[config.mk]
export PLATFORM = sky130hd
export DESIGN_NAME = ups_battery_charge_mode_controller
export DESIGN_NICKNAME = d
export VERILOG_FILES = /design/src/upsbcm_pkg.sv /design/src/upsbcm_ram.sv /design/src/ups_battery_charge_mode_controller.sv
export VERILOG_INCLUDE_DIRS = /design/src /design/src/src
export SDC_FILE = /design/constraint.sdc
export NUM_CORES = 1
export LEC_CHECK = 0
export BUFFER_PORTS_ARGS = -buffer_cell sky130_fd_sc_hd__buf_2
export CORE_MARGIN = 8
export CORE_UTILIZATION = 32
export CTS_CLUSTER_SIZE = 8
export DETAILED_ROUTE_END_ITERATION = 10
export PLACE_DENSITY_LB_ADDON = 0.25
export SKIP_LAST_GASP = 1
export SYNTH_ARGS = -nofsm -noshare
export SYNTH_HDL_FRONTEND = slang
export SYNTH_SLANG_ARGS = --single-unit
[constraint.sdc]
create_clock -name aclk -period 8.4 [get_ports aclk]
set_input_delay 0.42 -clock aclk [delete_from_list [all_inputs] [get_ports aclk]]
set_output_delay 0.42 -clock aclk [all_outputs]
set_load 0.01 [all_outputs]
[src/assert_macros.svh]
// Assertion macros used by the top level of the UPS charge mode controller.
`ifndef ASSERT_MACROS_SVH
`define ASSERT_MACROS_SVH

`ifndef NO_ASSERTIONS

// Checked at every rising aclk edge, off while aresetn is low.
`define ASSERT_RST(label, prop) \
    label: assert property (@(posedge aclk) disable iff (!aresetn) prop) \
        else $error("assertion failed");

// Checked at every rising aclk edge, reset included.
`define ASSERT_ALWAYS(label, prop) \
    label: assert property (@(posedge aclk) prop) \
        else $error("assertion failed");

`else

`define ASSERT_RST(label, prop)
`define ASSERT_ALWAYS(label, prop)

`endif

`endif

[src/upsbcm_pkg.sv]
// Types and constants of the UPS charge mode controller.
`timescale 1ns / 1ps

package upsbcm_pkg;

    localparam int SAMPLE_W      = 16;
    localparam int CHANNEL_COUNT = 3;
    localparam int CFG_IDX_W     = 8;

    // Channel order inside a transaction: cell, main supply, battery.
    localparam int CH_CELL    = 0;
    localparam int CH_MAIN    = 1;
    localparam int CH_BATTERY = 2;

    typedef logic [SAMPLE_W-1:0] sample_t;

    localparam sample_t CH_PRESET [CHANNEL_COUNT] = '{16'd4100, 16'd12000, 16'd8200};

    typedef enum logic [1:0] {
        MODE_IDLE      = 2'd0,
        MODE_TRICKLE   = 2'd1,
        MODE_DISCHARGE = 2'd2,
        MODE_CHARGE    = 2'd3
    } mode_t;

    // Configuration register indexes.
    localparam logic [CFG_IDX_W-1:0] CFG_CHARGE_CUTOFF      = 8'd0;
    localparam logic [CFG_IDX_W-1:0] CFG_DISCHARGE_CUTOFF   = 8'd1;
    localparam logic [CFG_IDX_W-1:0] CFG_SUPPLY_THRESHOLD   = 8'd2;
    localparam logic [CFG_IDX_W-1:0] CFG_TRICKLE_HYSTERESIS = 8'd3;

    localparam sample_t RST_CHARGE_CUTOFF      = 16'd8200;
    localparam sample_t RST_DISCHARGE_CUTOFF   = 16'd7500;
    localparam sample_t RST_SUPPLY_THRESHOLD   = 16'd11900;
    localparam sample_t RST_TRICKLE_HYSTERESIS = 16'd200;

endpackage

[src/upsbcm_ram.sv]
// Generic single-port-write, single-port-read RAM with registered read data.
`timescale 1ns / 1ps

module upsbcm_ram #(
    parameter int WIDTH = 48,
    parameter int DEPTH = 8
) (
    input  logic                     aclk,
    input  logic                     wr_en,
    input  logic [$clog2(DEPTH)-1:0] wr_addr,
    input  logic [WIDTH-1:0]         wr_data,
    input  logic [$clog2(DEPTH)-1:0] rd_addr,
    output logic [WIDTH-1:0]         rd_data
);

    logic [WIDTH-1:0] mem_reg [DEPTH];
    logic [WIDTH-1:0] rd_data_reg;

    always_ff @(posedge aclk) begin
        if (wr_en) begin
            mem_reg[wr_addr] <= wr_data;
        end
        rd_data_reg <= mem_reg[rd_addr];
    end

    assign rd_data = rd_data_reg;

endmodule

[src/ups_battery_charge_mode_controller.sv]
// Top level: moving averages of three voltage channels and the UPS charge mode FSM.
// An accepted input transaction passes the sum, average and result registers on its way to m_tdata.
// Throughput: one transaction per cycle; the pipeline stalls only on m_tready low.
// Stages: running-sum update, reciprocal multiply to the average, mode FSM + output.
// Reset (aresetn low, synchronous): histories read as presets 4100/12000/8200,
// mode idle, config registers at defaults; no clearing pass, a wrap flag covers it.
`timescale 1ns / 1ps

`include "assert_macros.svh"

module ups_battery_charge_mode_controller
    import upsbcm_pkg::*;
#(
    parameter int AVERAGE_DEPTH = 8
) (
    input  logic                 aclk,
    input  logic                 aresetn,

    // Input samples
    input  logic                 s_tvalid,
    output logic                 s_tready,
    // [15:0] cell_sample, [31:16] main_sample, [47:32] battery_sample
    input  logic [47:0]          s_tdata,

    // Results
    output logic                 m_tvalid,
    input  logic                 m_tready,
    // [15:0] cell_average, [31:16] main_average, [47:32] battery_average,
    // [49:48] mode, [50] battery_enable, [51] charge_enable,
    // [52] trickle_enable, [55:53] zero
    output logic [55:0]          m_tdata,

    // Configuration writes
    input  logic                 cfg_valid,
    output logic                 cfg_ready,
    input  logic [CFG_IDX_W-1:0] cfg_index,
    input  logic [SAMPLE_W-1:0]  cfg_data
);

    localparam int SLOT_W      = $clog2(AVERAGE_DEPTH);
    localparam int SUM_W       = SAMPLE_W + SLOT_W;
    localparam int HIST_W      = SAMPLE_W * CHANNEL_COUNT;
    // floor(sum / AVERAGE_DEPTH) = (sum * RECIP) >> RECIP_SHIFT, exact for every sum
    localparam int RECIP_SHIFT = SUM_W + SLOT_W;
    localparam int RECIP_W     = SUM_W + 1;
    localparam int PROD_W      = SUM_W + RECIP_W;
    localparam longint unsigned RECIP_VAL =
        ((64'd1 << RECIP_SHIFT) + AVERAGE_DEPTH - 1) / AVERAGE_DEPTH;
    localparam logic [RECIP_W-1:0] RECIP = RECIP_W'(RECIP_VAL);
    localparam logic [SLOT_W-1:0]  SLOT_LAST = SLOT_W'(AVERAGE_DEPTH - 1);

    // ------------------------------------------------------------------
    // Config registers
    // ------------------------------------------------------------------
    sample_t charge_cutoff_reg, discharge_cutoff_reg;
    sample_t supply_threshold_reg, trickle_hysteresis_reg;

    assign cfg_ready = 1'b1;

    always_ff @(posedge aclk) begin
        if (!aresetn) begin
            charge_cutoff_reg      <= RST_CHARGE_CUTOFF;
            discharge_cutoff_reg   <= RST_DISCHARGE_CUTOFF;
            supply_threshold_reg   <= RST_SUPPLY_THRESHOLD;
            trickle_hysteresis_reg <= RST_TRICKLE_HYSTERESIS;
        end else if (cfg_valid) begin
            case (cfg_index)
                CFG_CHARGE_CUTOFF:      charge_cutoff_reg      <= cfg_data;
                CFG_DISCHARGE_CUTOFF:   discharge_cutoff_reg   <= cfg_data;
                CFG_SUPPLY_THRESHOLD:   supply_threshold_reg   <= cfg_data;
                CFG_TRICKLE_HYSTERESIS: trickle_hysteresis_reg <= cfg_data;
                default: ;  // unknown index: write dropped
            endcase
        end
    end

    // ------------------------------------------------------------------
    // Pipeline control: every stage moves together whenever the output
    // register is free or being drained.
    // ------------------------------------------------------------------
    logic advance;
    logic accept;
    logic a_valid_reg, b_valid_reg, m_tvalid_reg;

    assign advance  = !m_tvalid_reg || m_tready;
    assign s_tready = advance;
    assign accept   = s_tvalid && advance;
    assign m_tvalid = m_tvalid_reg;

    always_ff @(posedge aclk) begin
        if (!aresetn) begin
            a_valid_reg  <= 1'b0;
            b_valid_reg  <= 1'b0;
            m_tvalid_reg <= 1'b0;
        end else if (advance) begin
            a_valid_reg  <= s_tvalid;
            b_valid_reg  <= a_valid_reg;
            m_tvalid_reg <= b_valid_reg;
        end
    end

    // ------------------------------------------------------------------
    // Stage A: history write and running-sum update.
    // The RAM read is registered and addressed ahead, at the slot the next
    // transaction will overwrite, so the outgoing sample is ready on accept.
    // Until the write pointer has wrapped once, the outgoing sample reads as its preset.
    // ------------------------------------------------------------------
    logic [SLOT_W-1:0] slot_reg, slot_next;
    logic              wrapped_reg;
    logic [HIST_W-1:0] hist_rd;

    always_comb begin
        slot_next = slot_reg;
        if (accept) begin
            slot_next = (slot_reg == SLOT_LAST) ? '0 : slot_reg + 1'b1;
        end
    end

    always_ff @(posedge aclk) begin
        if (!aresetn) begin
            slot_reg    <= '0;
            wrapped_reg <= 1'b0;
        end else begin
            slot_reg <= slot_next;
            if (accept && slot_reg == SLOT_LAST) begin
                wrapped_reg <= 1'b1;
            end
        end
    end

    upsbcm_ram #(
        .WIDTH (HIST_W),
        .DEPTH (AVERAGE_DEPTH)
    ) u_history (
        .aclk    (aclk),
        .wr_en   (accept),
        .wr_addr (slot_reg),
        .wr_data (s_tdata[HIST_W-1:0]),
        .rd_addr (slot_next),
        .rd_data (hist_rd)
    );

    logic [SUM_W-1:0] sum_reg [CHANNEL_COUNT];
    sample_t          avg_reg [CHANNEL_COUNT];

    for (genvar c = 0; c < CHANNEL_COUNT; c++) begin : g_ch
        localparam logic [SUM_W-1:0] SUM_INIT = SUM_W'(CH_PRESET[c] * AVERAGE_DEPTH);

        sample_t            old_sample;
        sample_t            new_sample;
        logic [SUM_W-1:0]   sum_next;
        logic [PROD_W-1:0]  prod;

        assign old_sample = wrapped_reg ? hist_rd[c*SAMPLE_W +: SAMPLE_W] : CH_PRESET[c];
        assign new_sample = s_tdata[c*SAMPLE_W +: SAMPLE_W];
        assign sum_next   = sum_reg[c] - SUM_W'(old_sample) + SUM_W'(new_sample);

        always_ff @(posedge aclk) begin
            if (!aresetn) begin
                sum_reg[c] <= SUM_INIT;
            end else if (accept) begin
                sum_reg[c] <= sum_next;
            end
        end

        // Stage B: average by constant reciprocal
        assign prod = PROD_W'(sum_reg[c]) * PROD_W'(RECIP);

        always_ff @(posedge aclk) begin
            if (advance) begin
                avg_reg[c] <= prod[RECIP_SHIFT +: SAMPLE_W];
            end
        end
    end

    // ------------------------------------------------------------------
    // Stage C: mode FSM on the averages, result register.
    // ------------------------------------------------------------------
    mode_t   current_mode_reg, mode_next;
    logic    mode_upd;
    logic    main_low, main_high, bat_low, bat_high, bat_trickle;
    sample_t main_avg, bat_avg;

    assign mode_upd = advance && b_valid_reg;
    assign main_avg = avg_reg[CH_MAIN];
    assign bat_avg  = avg_reg[CH_BATTERY];

    assign main_low    = main_avg < supply_threshold_reg;
    assign main_high   = main_avg > supply_threshold_reg;
    assign bat_low     = bat_avg < discharge_cutoff_reg;
    assign bat_high    = bat_avg > charge_cutoff_reg;
    // 17-bit sum: a hysteresis above the cutoff never passes
    assign bat_trickle = ({1'b0, bat_avg} + {1'b0, trickle_hysteresis_reg})
                         < {1'b0, charge_cutoff_reg};

    always_comb begin
        mode_next = current_mode_reg;
        case (current_mode_reg)
            MODE_IDLE: begin
                if (main_low)         mode_next = MODE_DISCHARGE;
                else if (bat_low)     mode_next = MODE_CHARGE;
                else if (bat_trickle) mode_next = MODE_TRICKLE;
            end
            MODE_TRICKLE: begin
                if (main_low)      mode_next = MODE_DISCHARGE;
                else if (bat_low)  mode_next = MODE_CHARGE;
                else if (bat_high) mode_next = MODE_IDLE;
            end
            MODE_DISCHARGE: begin
                if (main_high) mode_next = MODE_CHARGE;
            end
            MODE_CHARGE: begin
                if (main_low)      mode_next = MODE_DISCHARGE;
                else if (bat_high) mode_next = MODE_TRICKLE;
            end
            default: mode_next = MODE_IDLE;
        endcase
    end

    always_ff @(posedge aclk) begin
        if (!aresetn) begin
            current_mode_reg <= MODE_IDLE;
        end else if (mode_upd) begin
            current_mode_reg <= mode_next;
        end
    end

    logic [55:0] m_tdata_reg;

    always_ff @(posedge aclk) begin
        if (mode_upd) begin
            m_tdata_reg <= {3'b000,
                            mode_next == MODE_TRICKLE,
                            mode_next == MODE_CHARGE,
                            (mode_next == MODE_TRICKLE) || (mode_next == MODE_CHARGE),
                            mode_next,
                            avg_reg[CH_BATTERY],
                            avg_reg[CH_MAIN],
                            avg_reg[CH_CELL]};
        end
    end

    assign m_tdata = m_tdata_reg;

    // ------------------------------------------------------------------
    // Assertions
    // ------------------------------------------------------------------
    // discharge leaves only toward charge
    `ASSERT_RST(a_discharge_exit,
        (mode_upd && current_mode_reg == MODE_DISCHARGE) |=>
        (current_mode_reg == MODE_DISCHARGE || current_mode_reg == MODE_CHARGE))
    // charge never drops straight to idle
    `ASSERT_RST(a_charge_exit,
        (mode_upd && current_mode_reg == MODE_CHARGE) |=> (current_mode_reg != MODE_IDLE))
    // once the history has been filled it stays filled
    `ASSERT_RST(a_wrap_sticky, wrapped_reg |=> wrapped_reg)
    // a visible result carries the mode the FSM now holds
    `ASSERT_RST(a_out_mode, m_tvalid_reg |-> (m_tdata_reg[49:48] == current_mode_reg))

endmodule
Word level (Yosys, flattened, before mapping)

Memories as Yosys holds them, arrays and structs flattened. A register that Yosys moved wholly into a read port is not among the register bits.
Cells that the tools add are included.

Bits of input ports: 77
Memories kept: 3
Word-level logic and storage cells: 76
Memory bits (writable): 489
Output and inout port bits: 59
Flip-flop bits (word level): 126

Eq/ne operators: 9
Order comparisons: 5
Add/subtract/negate cells: 8
Muxes and demuxes: 25
Bitwise logic cells: 3
Reductions and logical operators: 12

Memory list:

| memory            | depth | width | read ports | clocked after memory_dff | wr ports | line                                      | RTL |
|---|---|---|---|---|---|---|---|
| u_history.mem_reg | 8     | 48    | 1          | 1                        | 1        | upsbcm_ram.sv:16                          | `logic [WIDTH-1:0] mem_reg [DEPTH];` |
| sum_reg           | 3     | 19    | 3          | 0                        | 3        | ups_battery_charge_mode_controller.sv:143 | `logic [SUM_W-1:0] sum_reg [CHANNEL_COUNT];` |
| avg_reg           | 3     | 16    | 3          | 1                        | 3        | ups_battery_charge_mode_controller.sv:144 | `sample_t avg_reg [CHANNEL_COUNT];` |

Operators with widths:

| cell                                                                   | count |
|---|---|
| 19-bit by 16-bit adder with 19-bit output                              | 3 |
| 19-bit two-way mux                                                     | 3 |
| 19-bit by 16-bit subtractor with 19-bit output                         | 3 |
| 16-bit two-way mux                                                     | 3 |
| 16-bit > comparator                                                    | 2 |
| 16-bit less-than comparator                                            | 2 |
| 2-bit two-way mux                                                      | 9 |
| 16-bit by 16-bit adder with 17-bit output                              | 1 |
| 17-bit by 16-bit less-than comparator with 1-bit output                | 1 |
| 8-bit by 2-bit equality test with 1-bit output (second input constant) | 2 |
| 8-bit by 1-bit equality test with 1-bit output (second input constant) | 1 |
| 8-bit zero test                                                        | 1 |
| 2-bit one-hot mux with 4 select lines                                  | 1 |
| 2-bit AND reduction                                                    | 4 |
| 1-bit two-way mux                                                      | 7 |
| 2-bit equality test (second input constant)                            | 3 |
| 3-bit two-way mux                                                      | 2 |
| 2-bit by 1-bit equality test with 1-bit output (second input constant) | 2 |
| 3-bit by 1-bit adder with 3-bit output (second input constant)         | 1 |
| 3-bit equality test (second input constant)                            | 1 |
| 1-bit logical AND                                                      | 3 |
| 1-bit OR                                                               | 3 |
| 2-bit zero test                                                        | 1 |
| 1-bit logical OR                                                       | 2 |
| 1-bit zero test                                                        | 1 |

Longest topological paths before layout

An unclocked memory read counts as a cell.

Depth in word-level cells: 9
Mapped depth: 18
Mapped depth without buffers: 18

Modules after synthesis

Synthesis repeated with hierarchy kept, for this count alone.

Cell total of the unflattened synthesis: 1999
Area, all modules: 29981.3 um2

Modules (own cells, without submodules):

| module                             | cells each | instances | area an instance (um2) | sequential area each (um2) |
|---|---|---|---|---|
| upsbcm_ram                         | 616        | 1         | 15620.0                | 12492.0 |
| ups_battery_charge_mode_controller | 1383       | 1         | 14361.3                | 6175.9 |

Least setup slack after synthesis

No wires, ideal clock.

Path kind: flip-flop to flip-flop
Start point: reg m_tvalid_reg (netlist: m_tvalid)
End point: mem u_history.mem_reg[0][0] (enable)
Period minus slack after synthesis: 6240 ps
Data required time: 7827 ps
Data arrival time: 5667 ps
Stages on the path, launching flop included: 6
Buffers on the path: 1
Library setup time: 573 ps
Slack: 2160 ps
Cells stage by stage: dfxtp_1 nor2b_4 inv_4 nand2_4 buf_6 nor4_1

Longest elaborated chain between the ends: 5

Ends and longest elaborated chain:

| what                                    | line                                     | RTL |
|---|---|---|
| from (decl)                             | ups_battery_charge_mode_controller.sv:83 | `logic a_valid_reg, b_valid_reg, m_tvalid_reg;` |
| from (signal assigned)                  | ups_battery_charge_mode_controller.sv:98 | `m_tvalid_reg <= b_valid_reg;` |
| 1-bit zero test                         | ups_battery_charge_mode_controller.sv:85 | `assign advance = !m_tvalid_reg \|\| m_tready;` |
| 1-bit logical OR                        | ups_battery_charge_mode_controller.sv:85 |  |
| via s_tready                            | ups_battery_charge_mode_controller.sv:21 | `output logic s_tready,` |
| 1-bit logical AND                       | ups_battery_charge_mode_controller.sv:87 | `assign accept = s_tvalid && advance;` |
| 1-bit two-way mux                       | upsbcm_ram.sv:20                         | `if (wr_en) begin` |
| 1-bit two-way mux (not written as such) | upsbcm_ram.sv:21                         | `mem_reg[wr_addr] <= wr_data;` |
| to (decl)                               | upsbcm_ram.sv:16                         |  |

The timed path passes the listed nets, and every way through them passes these cells.

Worst setup path in the final report

Start point: reg m_tvalid_reg (netlist: m_tvalid)
End point: reg u_history.rd_data_reg[10] (netlist: u_history.rd_data[10]), read port of u_history.mem_reg

Longest elaborated chain between the ends: 4

Ends and longest elaborated chain:

| what              | line                                      | RTL |
|---|---|---|
| 1-bit zero test   | ups_battery_charge_mode_controller.sv:85  |  |
| 1-bit logical OR  | ups_battery_charge_mode_controller.sv:85  |  |
| 1-bit logical AND | ups_battery_charge_mode_controller.sv:87  |  |
| 3-bit two-way mux | ups_battery_charge_mode_controller.sv:114 | `if (accept) begin` |
| to (decl)         | upsbcm_ram.sv:17                          | `logic [WIDTH-1:0] rd_data_reg;` |

No other way between the ends.
A chain may end at the register's enable or synchronous reset.

==> run metrics <==
number of vias per cell 4.79; initial antenna violation count 19; crit share post-route between 40% and 50%; largest net degree at the start of global routing 57; drt total wl 70900 um; required time worst endpoint approximately 8.9 ns; Synth area leaders edfxtp_1 (55%), dfxtp_1 (8.2%), mux4_2 (7.3%); vias in the first global route roughly 18000; YS warnings 0; post-synth top area share 54.8%; Max Buffers Root-to-Sink 3; Distinct cells, synth just over 70; fin cells 3461; die footprint just over 100000 um2; # clock sinks 662; Synth area leader edfxtp_1; number of synthesized flops with an enable pin ~540; final critical-path required period just over 4 ns; Total GRT Usage ~14%; Final setup viols 0; TritonCTS clock tree done; cell with the most instances after synthesis edfxtp_1; Hold Buf Count CTS 0; Seq/Total Area, Yosys a little over three fifths; residual antenna-violating net count after detailed routing 0; Hold Startpoint s_tdata[20]; met3 usage under 10%; Overall Power slightly below 9000 uW; routability cong. 0.823; outcome completed; IO buf count between 100 and 150; Slew HR ~28%; CP Max Fanout 55; Root Buffer clkbuf_16; Placement Setup Slack around 4.1 ns; met1 global-route usage 18.0%; reg2reg setup slack between 4 and 5 ns; critical path cell sequence nor2b_4 > inv_4 > nand2_4 > mux2i_4 > buf_4 > buf_4 > mux4_2 > mux2_2; post-DP HPWL about 45000 um; PwrDens ~250 nW/um2; max-slew violation count 0; initial drt markers between 1000 and 1500; Hold Path Depth 1; asr flop ratio synth 0%; final setup margin around 4.3 ns; Die X about 320 um; r2r worst-path depth 8; crit path DAT about 4.6 ns; launch point of the worst reg-to-reg path m_tvalid$_SDFFE_PN0N_; Syn-to-layout area delta 16.2%; worst hold-check path type input port to flip-flop; Vias ~17000; GR peak layer met2; H-tree Lvls 3; Worst-Skew Late Latency around 0.63 ns; Lkg Pwr around 0.013 uW; CP peak stage delay ~0.67 ns; M2 GR Usage approximately 22%; GR Overflow Total 0; Fillers 8690; WL/cell around 20 um; nets@finish around 2500; Max Cap Viol 0; DRT Pass-1 Iters 7; core box area a little over 90000 um2; Slowest cell on crit path buf_4; post-synth design cell area about 30000 um2; CP Capture Type flip-flop; CP Launch Type flip-flop; first-pass GRT wire length roughly 110000 um; Setup Skew ~0.016 ns; Hold Fails Final Rpt 0; critical path type flip-flop to flip-flop; ys flop type edfxtp_1; RSZ-0062 raised after global routing no; cts bufs inserted 93; Cells after Synth about 2000; Row Count approximately 110; Initial Util between 30% and 40%; Worst-Margin Slew approximately 1.1 ns; peak supply drop 131 uV; Synth Register Bits around 660; Largest register FFs 384; CP most frequent cell buf_4; DRC 0; # IOs approximately 140; post-synthesis average cell area ~15 um2; hold endpoint u_history.mem_reg[6][20]$_DFFE_PP_; placed insts 3289; Commonest cells post-synth edfxtp_1 (541), inv_1 (228), ha_1 (137); Fin Hold WS about 0.081 ns; Max Freq between 200 and 250 MHz; die height about 320 um; Clock transition at path regs 0.05 ns; final setup TNS 0 ns; buffer count from post-CTS setup fixing 0; share of cells above drive strength 1 between 10% and 20%; post_cts resized 0; r2r endpoint u_history.rd_data[10]$_DFF_P_
-- power breakdown --
part | leakage (uW) | internal, uW | total [uW] | switching (uW)
logic | 0.00550 | 564 | 1300 | 737
clock network | 0.00129 | 2120 | 3470 | 1340
registers | 0.00607 | 3790 | 3910 | 126
-- per-layer routing --
metal | routed length [um] | vias up
met5 | 32 | -
met4 | 1670 | 6
met3 | 4010 | 123
met2 | 32700 | 368
met1 | 32500 | 8295
li1 | - | 7776
-- logic make-up after synthesis --
kind of cell,synth area share [%]
DFF,63.0
and+or+nand+nor,6.77
buffers and inverters,3.97
AOI/OAI and AO/OA,5.64
adders and majority gates,9.10
muxes,10.4
xor gates and xnor gates,1.12
other,0.0254
-- worst max-delay path: cells and delay by family, from the launching register on --
kind / cells / cell delay (ns)
buf+inv: 3 / 1.83
mux: 3 / 1.33
simple gates: 2 / 0.43
flops: 1 / 0.30
-- through the flow --
step                      instance area (um2)  util [%]
after floorplan                         29600         -
after global placement                  31700      34.6
after detailed placement                31700      34.6
after CTS                               34400      37.5
after global routing                    34400      37.5
final                                   34400      37.5
-- how the worst max path moves through the flow --
stage | slack, ns | to | depth (start not counted) | from
after floorplan | 2.16 | u_history.mem_reg[0][0]$_DFFE_PP_ | 5 | m_tvalid$_SDFFE_PN0N_
after global placement | 4.16 | u_history.rd_data[16]$_DFF_P_ | 9 | m_tready
after detailed placement | 4.06 | u_history.rd_data[10]$_DFF_P_ | 9 | m_tready
after CTS | 4.19 | u_history.rd_data[10]$_DFF_P_ | 8 | m_tvalid$_SDFFE_PN0N_
after global routing | 4.01 | m_tdata[51]$_DFFE_PP_ | 14 | avg_reg[2][1]$_DFFE_PN_
final | 4.29 | u_history.rd_data[10]$_DFF_P_ | 8 | m_tvalid$_SDFFE_PN0N_
-- cells in the final DEF (no fill, tap or decap), types with 20 or more instances in the layout --
cell	Yosys	routed
edfxtp_1	541	541
inv_1	228	228
ha_1	137	137
buf_2	17	131
dfxtp_1	121	121
nand2_1	111	110
mux4_2	96	96
nor2_1	99	95
clkbuf_16	0	95
a21oi_1	70	70
clkbuf_1	30	64
fa_1	49	49
mux2_2	48	48
and2_1	46	46
o21ai_0	37	37
mux2i_1	35	34
o211ai_1	30	30
nor3_1	33	29
nor2b_1	27	27
a211oi_1	23	23
xnor2_1	20	20
-- layout make-up --
class / count / area (um2) / area share, %
clock inverter: 5 / 83.8 / 0.244
multi-input combinational: 1061 / 9870 / 28.7
antenna: 8 / 20.0 / 0.0582
tap: 1186 / 1480 / 4.31
clock buffer: 159 / 2620 / 7.61
timing repair buffer: 150 / 798 / 2.32
inverter: 230 / 866 / 2.52
sequential: 662 / 18700 / 54.3
Power figures use the tool's default switching activity.
